==> src/sv/pflm_pkg.sv <==
`default_nettype none

package pflm_pkg;

  // stream and field widths
  localparam int IN_W       = 48;
  localparam int OUT_W      = 48;
  localparam int USER_W     = 2;
  localparam int RANGE_W    = 16;
  localparam int TIME_W     = 32;
  localparam int BR_W       = 7;
  localparam int K_W        = 14;
  localparam int DRIVE_W    = 11;
  localparam int STAY_W     = 23;
  localparam int E_W        = 11;
  localparam int CFG_ADDR_W = 3;
  localparam int CFG_DATA_W = 14;

  // behavior constants
  localparam int RANGE_MAX_MM  = 8200;
  localparam int NEAR_MM       = 2000;
  localparam int DWELL_MS      = 1000;
  localparam int FADE_MS       = 2000;
  localparam int K_LO          = 2700;
  localparam int K_HI          = 6500;
  localparam int BR_MAX        = 100;
  localparam int MIN_UPDATE_MS = 50;

  // shared multiplier operand and product widths
  localparam int A_W = 33;
  localparam int B_W = 28;
  localparam int P_W = A_W + B_W;
  localparam int X_W = 33;
  localparam int Q_W = 25;

  // reciprocal scaling: quotient is product >> DIV_K, or >> DIV_K_FULL for PWM_FULL
  localparam int DIV_K      = 32;
  localparam int DIV_K_FULL = 33;

  // constant divisors split into a power of two and an odd part
  localparam int SH_FADE  = 4;
  localparam int SH_STAY  = 3;
  localparam int SH_KSPAN = 3;
  localparam int SH_PCT   = 2;
  localparam int D_FADE   = FADE_MS >> SH_FADE;
  localparam int D_STAY   = DWELL_MS >> SH_STAY;
  localparam int D_KSPAN  = (K_HI - K_LO) >> SH_KSPAN;
  localparam int D_PCT    = BR_MAX >> SH_PCT;

  localparam logic [B_W-1:0] MAG_FADE  = B_W'((64'd1 << DIV_K) / D_FADE);
  localparam logic [B_W-1:0] MAG_STAY  = B_W'((64'd1 << DIV_K) / D_STAY);
  localparam logic [B_W-1:0] MAG_KSPAN = B_W'((64'd1 << DIV_K) / D_KSPAN);
  localparam logic [B_W-1:0] MAG_PCT   = B_W'((64'd1 << DIV_K) / D_PCT);

  // configuration register indexes
  typedef enum logic [CFG_ADDR_W-1:0] {
    CFG_MAN_BR  = 3'd0,
    CFG_MAN_K   = 3'd1,
    CFG_ADV_BR  = 3'd2,
    CFG_ADV_K   = 3'd3,
    CFG_AUTO    = 3'd4,
    CFG_POLY    = 3'd5,
    CFG_SENSOR  = 3'd6
  } cfg_idx_t;

endpackage

`default_nettype wire

==> src/sv/presence_fade_lamp_mixer_top.sv <==
`default_nettype none

// Lamp mixer driven by distance samples. Each item carries a range in mm and a
// millisecond timestamp; it yields at most one result item (drive values,
// diffuser level, stay length). Samples beyond 8200 mm with the sensor enabled
// are dropped and give no result. Items are handled one at a time by a small
// sequencer around one shared 33x28 multiplier and one 32-bit subtractor. In
// auto mode with the sensor enabled each item runs the brightness and colour
// temperature fade jobs (and the stay length when a stay ends) before the drive
// jobs; manual mode and the path without the sensor skip the fade jobs, and the
// drive jobs are skipped when the 50 ms update limit holds the drive back. All
// multiplies and reciprocal divides use that one multiplier. A finished result
// waits in an output register, so the next item can be taken while the result
// is still pending; a stalled output holds the sequencer until it frees up.
module presence_fade_lamp_mixer_top #(
  parameter int PWM_FULL = 1024
) (
  input  logic                              clk,
  input  logic                              rst_n,
  input  logic                              in_tvalid,
  output logic                              in_tready,
  // range_mm [15:0], now_ms [47:16]
  input  logic [pflm_pkg::IN_W-1:0]         in_tdata,
  output logic                              out_tvalid,
  input  logic                              out_tready,
  // cold_drive [10:0], warm_drive [21:11], diffuser_level [22],
  // stay_seconds [45:23], zero [47:46]
  output logic [pflm_pkg::OUT_W-1:0]        out_tdata,
  // drive_valid [0], stay_valid [1]
  output logic [pflm_pkg::USER_W-1:0]       out_tuser,
  input  logic                              cfg_we,
  input  logic [pflm_pkg::CFG_ADDR_W-1:0]   cfg_addr,
  input  logic [pflm_pkg::CFG_DATA_W-1:0]   cfg_wdata
);
  import pflm_pkg::*;

  localparam int F_W = $clog2(PWM_FULL + 1);
  localparam logic [B_W-1:0] MAG_FULL = B_W'((64'd1 << DIV_K_FULL) / PWM_FULL);
  localparam logic [Q_W-1:0] FULL_Q   = Q_W'(PWM_FULL);

  typedef enum logic [3:0] {
    S_IDLE, S_TARR, S_TLV, S_TFADE, S_MUL, S_DIV0, S_DIV1, S_DIV2, S_TLAST, S_DONE
  } state_t;

  typedef enum logic [2:0] {
    J_BR, J_K, J_STAY, J_TV, J_BV, J_PC, J_PW
  } job_t;

  state_t state_r;
  job_t   job_r;

  // configuration
  logic [BR_W-1:0] man_br_r, adv_br_r;
  logic [K_W-1:0]  man_k_r, adv_k_r;
  logic            auto_r, poly_r, sens_r;

  // presence and timer state
  logic              near_r, arr_armed_r, lv_armed_r, diff_r;
  logic [TIME_W-1:0] arr_time_r, lv_time_r, fade_start_r, last_drive_r;

  // per-item work registers
  logic [TIME_W-1:0]  now_r, d_r;
  logic               near_smp_r;
  logic [E_W-1:0]     e_r;
  logic [BR_W-1:0]    br_r;
  logic [K_W-1:0]     k_r;
  logic [F_W-1:0]     tv_r, bv_r;
  logic [X_W-1:0]     x_r;
  logic [Q_W-1:0]     q_r;
  logic [P_W-1:0]     prod_r;
  logic               drive_r, stay_v_r;
  logic [STAY_W-1:0]  stay_s_r;
  logic [DRIVE_W-1:0] cold_r, warm_r;

  // output register
  logic               out_tvalid_r, out_dv_r, out_sv_r, out_diff_r;
  logic [DRIVE_W-1:0] out_cold_r, out_warm_r;
  logic [STAY_W-1:0]  out_stay_r;

  logic [RANGE_W-1:0] in_range;
  logic [TIME_W-1:0]  in_now;
  logic [TIME_W-1:0]  sub_b, sub_res;
  logic [K_W-1:0]     fd_from, fd_to, fd_mag, fd_new;
  logic [K_W:0]       fd_dif;
  logic               fd_neg;
  logic [BR_W-1:0]    br_c;
  logic [K_W-1:0]     k_c;
  logic [X_W-1:0]     div_d;
  logic [B_W-1:0]     div_mag;
  logic [2:0]         div_sh;
  logic               div_full;
  logic [X_W-1:0]     x_cur, rem;
  logic [Q_W-1:0]     q0, q_fin, drv;
  logic [A_W-1:0]     mul_a;
  logic [B_W-1:0]     mul_b;
  logic [P_W-1:0]     mul_prod;

  assign in_range = in_tdata[RANGE_W-1:0];
  assign in_now   = in_tdata[RANGE_W +: TIME_W];

  // shared subtractor: elapsed time since one stored timestamp
  always_comb begin
    unique case (state_r)
      S_TARR:  sub_b = arr_time_r;
      S_TLV:   sub_b = lv_time_r;
      S_TFADE: sub_b = fade_start_r;
      S_TLAST: sub_b = last_drive_r;
      default: sub_b = '0;
    endcase
  end
  assign sub_res = now_r - sub_b;

  // fade endpoints, direction follows presence
  always_comb begin
    if (job_r == J_K) begin
      fd_from = near_r ? man_k_r : adv_k_r;
      fd_to   = near_r ? adv_k_r : man_k_r;
    end else begin
      fd_from = K_W'(near_r ? man_br_r : adv_br_r);
      fd_to   = K_W'(near_r ? adv_br_r : man_br_r);
    end
    fd_dif = {1'b0, fd_to} - {1'b0, fd_from};
    fd_neg = fd_dif[K_W];
    fd_mag = fd_neg ? K_W'(-fd_dif) : fd_dif[K_W-1:0];
    fd_new = fd_neg ? fd_from - K_W'(q_fin) : fd_from + K_W'(q_fin);
  end

  // clamped drive inputs
  assign br_c = (br_r > BR_W'(BR_MAX)) ? BR_W'(BR_MAX) : br_r;
  always_comb begin
    if (k_r < K_W'(K_LO))      k_c = K_W'(K_LO);
    else if (k_r > K_W'(K_HI)) k_c = K_W'(K_HI);
    else                       k_c = k_r;
  end

  // divisor, reciprocal and pre-shift of the current job
  always_comb begin
    div_full = 1'b0;
    unique case (job_r)
      J_BR, J_K: begin
        div_d = X_W'(D_FADE);  div_mag = MAG_FADE;  div_sh = 3'(SH_FADE);
      end
      J_STAY: begin
        div_d = X_W'(D_STAY);  div_mag = MAG_STAY;  div_sh = 3'(SH_STAY);
      end
      J_TV: begin
        div_d = X_W'(D_KSPAN); div_mag = MAG_KSPAN; div_sh = 3'(SH_KSPAN);
      end
      J_BV: begin
        div_d = X_W'(D_PCT);   div_mag = MAG_PCT;   div_sh = 3'(SH_PCT);
      end
      J_PC, J_PW: begin
        div_d = X_W'(PWM_FULL); div_mag = MAG_FULL; div_sh = 3'd0; div_full = 1'b1;
      end
      default: begin
        div_d = X_W'(D_FADE);  div_mag = MAG_FADE;  div_sh = 3'd0;
      end
    endcase
  end

  // reciprocal divide: estimate, back-multiply, one-step correction
  assign x_cur = (job_r == J_STAY) ? X_W'(d_r >> SH_STAY) : X_W'(prod_r >> div_sh);
  assign q0    = div_full ? prod_r[DIV_K_FULL +: Q_W] : prod_r[DIV_K +: Q_W];
  assign rem   = x_r - prod_r[X_W-1:0];
  assign q_fin = q_r + Q_W'(rem >= div_d);
  assign drv   = FULL_Q - q_fin;

  // shared multiplier operand select
  always_comb begin
    mul_a = '0;
    mul_b = '0;
    unique case (state_r)
      S_MUL: begin
        unique case (job_r)
          J_BR, J_K: begin mul_a = A_W'(fd_mag); mul_b = B_W'(e_r); end
          J_TV: begin
            mul_a = A_W'(k_c - K_W'(K_LO));
            mul_b = B_W'(PWM_FULL);
          end
          J_BV: begin mul_a = A_W'(br_c); mul_b = B_W'(PWM_FULL); end
          J_PC: begin mul_a = A_W'(tv_r); mul_b = B_W'(bv_r); end
          J_PW: begin mul_a = A_W'(F_W'(PWM_FULL) - tv_r); mul_b = B_W'(bv_r); end
          default: begin mul_a = '0; mul_b = '0; end
        endcase
      end
      S_DIV0: begin mul_a = A_W'(x_cur); mul_b = div_mag; end
      S_DIV1: begin mul_a = A_W'(q0); mul_b = B_W'(div_d); end
      default: begin mul_a = '0; mul_b = '0; end
    endcase
  end
  assign mul_prod = {{B_W{1'b0}}, mul_a} * {{A_W{1'b0}}, mul_b};

  // product register
  always_ff @(posedge clk) begin
    prod_r <= mul_prod;
  end

  // sequencer, state and registered outputs
  always_ff @(posedge clk) begin
    if (!rst_n) begin
      state_r      <= S_IDLE;
      job_r        <= J_BR;
      man_br_r     <= BR_W'(80);
      man_k_r      <= K_W'(4000);
      adv_br_r     <= BR_W'(80);
      adv_k_r      <= K_W'(4000);
      auto_r       <= 1'b1;
      poly_r       <= 1'b0;
      sens_r       <= 1'b1;
      near_r       <= 1'b0;
      arr_armed_r  <= 1'b0;
      lv_armed_r   <= 1'b0;
      diff_r       <= 1'b1;
      arr_time_r   <= '0;
      lv_time_r    <= '0;
      fade_start_r <= '0;
      last_drive_r <= '0;
      out_tvalid_r <= 1'b0;
    end else begin
      // configuration writes
      if (cfg_we) begin
        unique case (cfg_idx_t'(cfg_addr))
          CFG_MAN_BR: man_br_r <= cfg_wdata[BR_W-1:0];
          CFG_MAN_K:  man_k_r  <= cfg_wdata[K_W-1:0];
          CFG_ADV_BR: adv_br_r <= cfg_wdata[BR_W-1:0];
          CFG_ADV_K:  adv_k_r  <= cfg_wdata[K_W-1:0];
          CFG_AUTO:   auto_r   <= cfg_wdata[0];
          CFG_POLY:   poly_r   <= cfg_wdata[0];
          CFG_SENSOR: sens_r   <= cfg_wdata[0];
          default: ;
        endcase
      end

      // output register empties unless a new result is loaded this cycle
      if (out_tvalid_r && out_tready && state_r != S_DONE) out_tvalid_r <= 1'b0;

      unique case (state_r)
        // take an item; drop far samples, short path without sensor
        S_IDLE: begin
          if (in_tvalid) begin
            now_r      <= in_now;
            near_smp_r <= (in_range < RANGE_W'(NEAR_MM));
            stay_v_r   <= 1'b0;
            stay_s_r   <= '0;
            if (sens_r) begin
              if (!(in_range > RANGE_W'(RANGE_MAX_MM))) state_r <= S_TARR;
            end else begin
              br_r    <= auto_r ? adv_br_r : man_br_r;
              k_r     <= auto_r ? adv_k_r : man_k_r;
              diff_r  <= !(auto_r && poly_r);
              state_r <= S_TLAST;
            end
          end
        end
        S_TARR: begin
          d_r     <= sub_res;
          state_r <= S_TLV;
        end
        // presence tracking with arrive and leave timers
        S_TLV: begin
          if (auto_r) begin
            if (near_smp_r && !near_r) begin
              if (!arr_armed_r) begin
                arr_armed_r <= 1'b1;
                arr_time_r  <= now_r;
              end else if (d_r >= TIME_W'(DWELL_MS)) begin
                fade_start_r <= now_r;
                near_r       <= 1'b1;
                lv_armed_r   <= 1'b0;
              end
            end else if (!near_smp_r && near_r) begin
              if (!lv_armed_r) begin
                lv_armed_r <= 1'b1;
                lv_time_r  <= now_r;
              end else if (sub_res >= TIME_W'(DWELL_MS)) begin
                fade_start_r <= now_r;
                near_r       <= 1'b0;
                stay_v_r     <= 1'b1;
                arr_armed_r  <= 1'b0;
              end
            end else if (near_smp_r) begin
              lv_armed_r <= 1'b0;
            end else begin
              arr_armed_r <= 1'b0;
            end
          end
          state_r <= S_TFADE;
        end
        // fade position and diffuser
        S_TFADE: begin
          e_r <= (sub_res > TIME_W'(FADE_MS)) ? E_W'(FADE_MS) : sub_res[E_W-1:0];
          if (auto_r) begin
            diff_r  <= near_r ? !poly_r : 1'b1;
            job_r   <= J_BR;
            state_r <= S_MUL;
          end else begin
            br_r    <= man_br_r;
            k_r     <= man_k_r;
            state_r <= S_TLAST;
          end
        end
        S_MUL: state_r <= S_DIV0;
        S_DIV0: begin
          x_r     <= x_cur;
          state_r <= S_DIV1;
        end
        S_DIV1: begin
          q_r     <= q0;
          state_r <= S_DIV2;
        end
        // quotient ready: write back and pick the next job
        S_DIV2: begin
          unique case (job_r)
            J_BR: begin
              br_r    <= fd_new[BR_W-1:0];
              job_r   <= J_K;
              state_r <= S_MUL;
            end
            J_K: begin
              k_r <= fd_new;
              if (stay_v_r) begin
                job_r   <= J_STAY;
                state_r <= S_DIV0;
              end else begin
                state_r <= S_TLAST;
              end
            end
            J_STAY: begin
              stay_s_r <= q_fin[STAY_W-1:0];
              state_r  <= S_TLAST;
            end
            J_TV: begin
              tv_r    <= q_fin[F_W-1:0];
              job_r   <= J_BV;
              state_r <= S_MUL;
            end
            J_BV: begin
              bv_r    <= q_fin[F_W-1:0];
              job_r   <= J_PC;
              state_r <= S_MUL;
            end
            J_PC: begin
              cold_r  <= drv[DRIVE_W-1:0];
              job_r   <= J_PW;
              state_r <= S_MUL;
            end
            J_PW: begin
              warm_r  <= drv[DRIVE_W-1:0];
              state_r <= S_DONE;
            end
            default: state_r <= S_DONE;
          endcase
        end
        // drive rate limit
        S_TLAST: begin
          if (sub_res > TIME_W'(MIN_UPDATE_MS)) begin
            last_drive_r <= now_r;
            drive_r      <= 1'b1;
            job_r        <= J_TV;
            state_r      <= S_MUL;
          end else begin
            drive_r <= 1'b0;
            cold_r  <= '0;
            warm_r  <= '0;
            state_r <= S_DONE;
          end
        end
        // hand the result to the output register once it is free
        S_DONE: begin
          if (!out_tvalid_r || out_tready) begin
            out_tvalid_r <= 1'b1;
            out_dv_r     <= drive_r;
            out_sv_r     <= stay_v_r;
            out_cold_r   <= cold_r;
            out_warm_r   <= warm_r;
            out_diff_r   <= diff_r;
            out_stay_r   <= stay_s_r;
            state_r      <= S_IDLE;
          end
        end
        default: state_r <= S_IDLE;
      endcase
    end
  end

  assign in_tready  = (state_r == S_IDLE);
  assign out_tvalid = out_tvalid_r;
  assign out_tdata  = {2'b00, out_stay_r, out_diff_r, out_warm_r, out_cold_r};
  assign out_tuser  = {out_sv_r, out_dv_r};

endmodule

`default_nettype wire

==> config.mk <==
export PLATFORM = sky130hd
export DESIGN_NAME = presence_fade_lamp_mixer_top
export DESIGN_NICKNAME = d
export VERILOG_FILES = /design/src/sv/pflm_pkg.sv /design/src/sv/presence_fade_lamp_mixer_top.sv
export SDC_FILE = /design/constraint.sdc
export NUM_CORES = 2
export LEC_CHECK = 0
export BUFFER_PORTS_ARGS = -buffer_cell sky130_fd_sc_hd__buf_4
export CORE_ASPECT_RATIO = 2
export CORE_UTILIZATION = 40
export DETAILED_ROUTE_END_ITERATION = 12
export SLEW_MARGIN = 0
export SYNTH_ARGS = -nofsm -noshare
export SYNTH_HDL_FRONTEND = slang
export SYNTH_SLANG_ARGS = --single-unit
==> constraint.sdc <==
create_clock -name clk -period 14 [get_ports clk]
set_clock_uncertainty 0.1 [all_clocks]
set_input_delay 3.5 -clock clk [delete_from_list [all_inputs] [get_ports clk]]
set_output_delay 3.5 -clock clk [all_outputs]
set_load 0.03 [all_outputs]
**Word level (Yosys, flattened, before mapping)**

Index checks and enable logic that the tools add are counted.

- Logic and storage cells: 264
- Input port bits: 70
- Output and inout port bits: 52
- Flip-flop bits (word level): 516

- Reduce and logical (&&, ||, !) cells: 60
- Bitwise logic cells: 3
- Mux-type cells: 92
- Multipliers: 1
- Add/subtract/negate cells: 10
- Equality and inequality tests: 47
- Order comparisons: 10
- Shift-type cells: 1

Operator list:

| cell | count |
|---|---|
| $mux W32 | 6 |
| $mux W14 | 13 |
| $pmux W28 S3 | 2 |
| $pmux W33 S5 | 1 |
| $pmux W32 S4 | 1 |
| $pmux W33 S3 | 1 |
| $pmux W11 S3 | 2 |
| $ge A32 B10 Y1 const B | 2 |
| $mul A33 B28 Y61 | 1 |
| $shr A61 B3 Y33 | 1 |
| $mux W7 | 8 |
| $mux W23 | 2 |
| $pmux W23 S2 | 1 |
| $pmux W11 S2 | 2 |
| $pmux W14 S3 | 1 |
| $pmux W4 S10 | 1 |
| $ge A33 B33 Y1 | 1 |
| $mux W11 | 3 |
| $mux W33 | 1 |
| $sub A33 B33 Y33 | 1 |
| $gt A32 B11 Y1 const B | 1 |
| $gt A32 B6 Y1 const B | 1 |
| $sub A32 B32 Y32 | 1 |
| $ne A2 B2 Y1 const B | 15 |
| other kinds (52) | 155 |

**Longest topological paths before layout**

- Depth in word-level cells: 10
- Mapped depth: 50
- Mapped depth without buffers: 46

**Worst setup path after synthesis**

Ideal clock, no wire load.

- Path kind: flip-flop to flip-flop
- Start: register job_r[2]
- End: register prod_r[57]
- Required time: 13.780 ns
- Setup time: 0.120 ns
- Data arrival time: 11.101 ns
- Cell stages (with the launch flop): 47
- Path buffers: 7
- Setup slack: 2.678 ns
- Period minus slack after synthesis: 11.322 ns
- Path through: dfxtp_1 buf_2 or3b_4 buf_6 clkbuf_1 clkbuf_1 mux2i_1 mux2i_1 fa_1 a21oi_1 a21oi_1 o32ai_2 o32ai_1 or2_2 clkbuf_1 buf_2 nor2_1 xor2_1 (+11 left out) fa_1 ha_1 inv_1 fa_1 inv_1 ha_1 a21o_1 a21o_1 a2111oi_0 nand2_1 a32oi_1 a21oi_1 o21ai_0 o21ai_0 a221oi_1 o21ai_0 a21oi_1 xnor2_1

- Cells in the longest elaborated chain, start to end: 8
- Elaborated cells on any way between the ends: 28
- Classes of those cells: 2 x add/sub; 1 x mul; 6 x eq/ne; 1 x shift; 13 x mux; 5 x reduce/logical

Ends and longest elaborated chain:

| element | RTL line | RTL |
|---|---|---|
| from (decl) | presence_fade_lamp_mixer_top.sv:50 | `job_t job_r;` |
| from (signal assigned) | presence_fade_lamp_mixer_top.sv:202 | `job_r <= J_BR;` |
| from (signal assigned) | presence_fade_lamp_mixer_top.sv:294 | `job_r <= J_BR;` |
| from (signal assigned) | presence_fade_lamp_mixer_top.sv:316 | `job_r <= J_K;` |
| $eq A3 B1 Y1 | presence_fade_lamp_mixer_top.sv:115, presence_fade_lamp_mixer_top.sv:139, presence_fade_lamp_mixer_top.sv:174 |  |
| $mux W14 | presence_fade_lamp_mixer_top.sv:115 | `if (job_r == J_K) begin` |
| $sub A14 B14 Y15 | presence_fade_lamp_mixer_top.sv:122 | `fd_dif = {1'b0, fd_to} - {1'b0, fd_from};` |
| $neg A14 Y14 | presence_fade_lamp_mixer_top.sv:124 | `fd_mag = fd_neg ? K_W'(-fd_dif) : fd_dif[K_W-1:0];` |
| $mux W14 | presence_fade_lamp_mixer_top.sv:124 |  |
| $pmux W33 S5 | presence_fade_lamp_mixer_top.sv:174 | `unique case (job_r)` |
| $pmux W33 S3 | presence_fade_lamp_mixer_top.sv:172 | `unique case (state_r)` |
| $mul A33 B28 Y61 (*) | presence_fade_lamp_mixer_top.sv:191 | `assign mul_prod = {{B_W{1'b0}}, mul_a} * {{A_W{1'b0}}, mul_b};` |
| via mul_prod[57] | presence_fade_lamp_mixer_top.sv:96 | `logic [P_W-1:0] mul_prod;` |
| to (signal assigned) | presence_fade_lamp_mixer_top.sv:195 | `prod_r <= mul_prod;` |
| to (decl) | presence_fade_lamp_mixer_top.sv:70 | `logic [P_W-1:0] prod_r;` |

Mark *: on every way through the listed nets, which the timed path passes. The rest lies on a longest branch.
A chain may end at the register's enable or synchronous reset.

**Final worst setup path**

- Start: register job_r[2]
- End: register prod_r[54]

Same word-level chain as after synthesis.

==> summary.txt <==
CTS sink cnt -> 510
Crit-path max cell delay -> 0.78 ns
EDFF count, synth -> 267
First-pass GRT wire length -> 289 mm
CTS tree -> done
DP Cell Count -> 7,666
Worst-margin pin slew -> 1.54 ns
Max Root-Sink Buffers -> 3
Port buffer count -> 119
RSZ-0062 raised after global routing -> false
Layout cells sized above 1 -> 7.12%
Initial antenna violation count -> 4
PD cells -> 65.3 nW/um^2
Die Y -> 521 um
Largest area contributor in the netlist -> fa_1
Layout area overhead -> 8.41%
Ys async rst share -> 0%
Crit path launch -> job_r[2]
Drt initial violations -> 2,927
Total GRT Usage -> 28.9%
H-tree depth -> 2
Final GP Congestion -> 0.980
Max Slew Vio Count -> 5
Starting Density -> 40.3%
WP data required -> 14.38 ns
Vias in the first global route -> 45,808
Crit path DAT -> 13.62 ns
Mux cell area share after synthesis -> 2.41%
Post-CTS Setup Repair Bufs -> 0
Status -> complete, but fails checks
Std-Cell Rows -> 190
Worst Hold Class -> register to register
Synth area leaders -> fa_1, edfxtp_1, ha_1, dfxtp_1, inv_1
Slew HR -> -4.08%
Final Cycle Share -> 94.5%
R2R Path Start -> job_r[2]
Synth Area in Adders -> 34.2%
Total of max-cap violations -> 1
Critical path peak fanout -> 31
Synth warnings -> 0
DRC Markers -> 0
Startpoint types -> register
Worst hold slack -> 0.319 ns
Ys flop type -> edfxtp_1
Most used cell, CP -> fa_1
Nets@finish -> 7,122
Post-route ant nets -> 0
I/O Pins -> 122
Cts bufs inserted -> 45
Drt pass-1 iters -> 6
Largest family of logic cells by synthesized area -> adder cells
Synth Area in Simple Gates -> 14.7%
Total Wirelength -> 193 mm
Crit Path Class -> register to register
Synth top area share -> 25.1%
Leak Pwr -> 26.8 nW
Cts hold-fix bufs -> 0
Vias/cell -> 5.51
Core ar. -> 134,000 um^2
Clock root cell -> clkbuf_16
Clk_lat worst skew -> 0.63 ns
Overflow after GRT -> 0
Critical path's slowest cell -> nor2_2
Final hold violations -> 0
DR WL/cell -> 24.8 um
Die width -> 262 um
Yosys reg bits -> 510
Setup Viol. Count Final -> 0
Synth unique cells -> 99
Crit end category -> register
XOR/XNOR share of the synthesized area -> 3.00%
Fmax -> 75.6 MHz
Hold path startpoint -> warm_r[7]
Detailed Place HPWL -> 157 mm
Syn Inst Count -> 5,961
Reg clk slew, reported paths -> 0.07 ns
Die ar. -> 136,000 um^2
Final worst path period need -> 13.23 ns
Sequential-to-total area share from yosys stat -> 23.9%
DR vias -> 42,695
Cell area after synthesis -> 53,900 um^2
Failing checks -> max-capacitance violations, max-slew violations
Layout Cells excl Fill -> 7,751
Largest net degree at the start of global routing -> 119
Synth Area in Compound Gates -> 12.2%
Total negative slack -> 0 ns
VDD IR-drop max -> 0.111 mV
Syn avg cell area -> 9.04 um^2
per-stage QoR:
step / utilization [%] / instance area, um^2 / power, mW / setup WS (ns)
after floorplan: - / 53900 / 2.18 / 2.68
final: 43.7 / 58400 / 3.82 / 0.765
after global placement: 42.5 / 56900 / 2.48 / 1.05
after detailed placement: 42.5 / 56900 / 2.49 / 0.825
after CTS: 43.7 / 58400 / 3.83 / 0.802
after global routing: 43.7 / 58400 / 3.95 / 0.0959
report_power, final:
part | internal, mW | switching, mW | total, mW
logic | 0.276 | 0.549 | 0.825
registers | 1.61 | 0.0346 | 1.65
clock network | 0.721 | 0.625 | 1.35
total | 2.61 | 1.21 | 3.82
flip-flops by register name, indices dropped and copies added (netlist names), 14 cells and up:
name and cells:
adv_k_r 14, q_r 23, fade_start_r 32, man_k_r 14, now_r 32, lv_time_r 32
out_stay_r 23, last_drive_r 32, k_r 14, arr_time_r 32, stay_s_r 23, d_r 29
x_r 33, prod_r 58
area by class of cell:
type	instances	area (um^2)
clock buffer	57	1210
fill	13238	75400
timing repair buffer	229	1720
antenna	1	2.50
tap	1728	2160
multi-input combinational	4108	36000
clock inverter	27	325
sequential	510	12900
inverter	1091	4100
layer usage:
layer	up-vias	global-route usage [%]	share of wire, %
li1	19387	-	-
met1	21118	26.9	31
met2	1479	54.5	54
met3	707	3.69	4.4
met4	4	24.2	10
met5	-	0	0.012
critical path, delay by kind of cell, from the launching register on:
family                   cells  cell delay (ns)
XOR/XNOR                     1             0.27
flip-flops                   1             0.32
AND/OR/NAND/NOR             13             3.42
adder cells (fa/ha/maj)     10             4.67
AO/OA/AOI/OAI               12             3.74
multiplexers                 1             0.28
buffers and inverters        5             0.26
path summary, 6_finish.rpt:
path / end / slack (ns) / depth (start not counted)
min: out_warm_r[7] / 0.32 / 0
max: prod_r[54] / 0.77 / 42
max reg2reg: prod_r[54] / 0.77 / 42
min reg2reg: out_warm_r[7] / 0.32 / 0
kinds of logic after synthesis:
| family | Yosys count |
|---|---|
| flip-flops | 510 |
| AO/OA/AOI/OAI | 949 |
| multiplexers | 128 |
| other | 1 |
| XOR/XNOR | 184 |
| AND/OR/NAND/NOR | 1775 |
| buffers and inverters | 1344 |
| adder cells (fa/ha/maj) | 1070 |
Yosys cell counts (26+ instances only):
| cell | number |
|---|---|
| a211oi_1 | 42 |
| a21boi_0 | 90 |
| a21o_1 | 73 |
| a21oi_1 | 199 |
| a221oi_1 | 51 |
| a22o_1 | 31 |
| a22oi_1 | 27 |
| a311oi_1 | 32 |
| and2_1 | 53 |
| and3_1 | 29 |
| clkbuf_1 | 204 |
| dfxtp_1 | 243 |
| edfxtp_1 | 267 |
| fa_1 | 676 |
| ha_1 | 391 |
| inv_1 | 1089 |
| mux2i_1 | 115 |
| nand2_1 | 742 |
| nand2b_1 | 65 |
| nand3_1 | 113 |
| nand4_1 | 26 |
| nor2_1 | 497 |
| nor2b_1 | 73 |
| nor3_1 | 51 |
| o21a_1 | 28 |
| o21ai_0 | 167 |
| o21ai_2 | 30 |
| or2_2 | 27 |
| or3_1 | 35 |
| xnor2_1 | 114 |
| xor2_1 | 69 |
timing repair:
item	CTS	global route
setup endpoints to repair	0	7
endpoints found under the hold margin	0	0
gates resized for setup	0	1
cell usage in the layout (no fill, tap or decap), types with 114 or more instances in the layout:
cell,synthesis,routed
a21oi_1,199,197
ha_1,391,391
mux2i_1,115,115
dfxtp_1,243,241
edfxtp_1,267,267
xnor2_1,114,114
buf_4,11,228
o21ai_0,167,164
nand2_1,742,742
fa_1,676,676
inv_1,1089,1089
nor2_1,497,491
(Power assumes the default switching activity.)
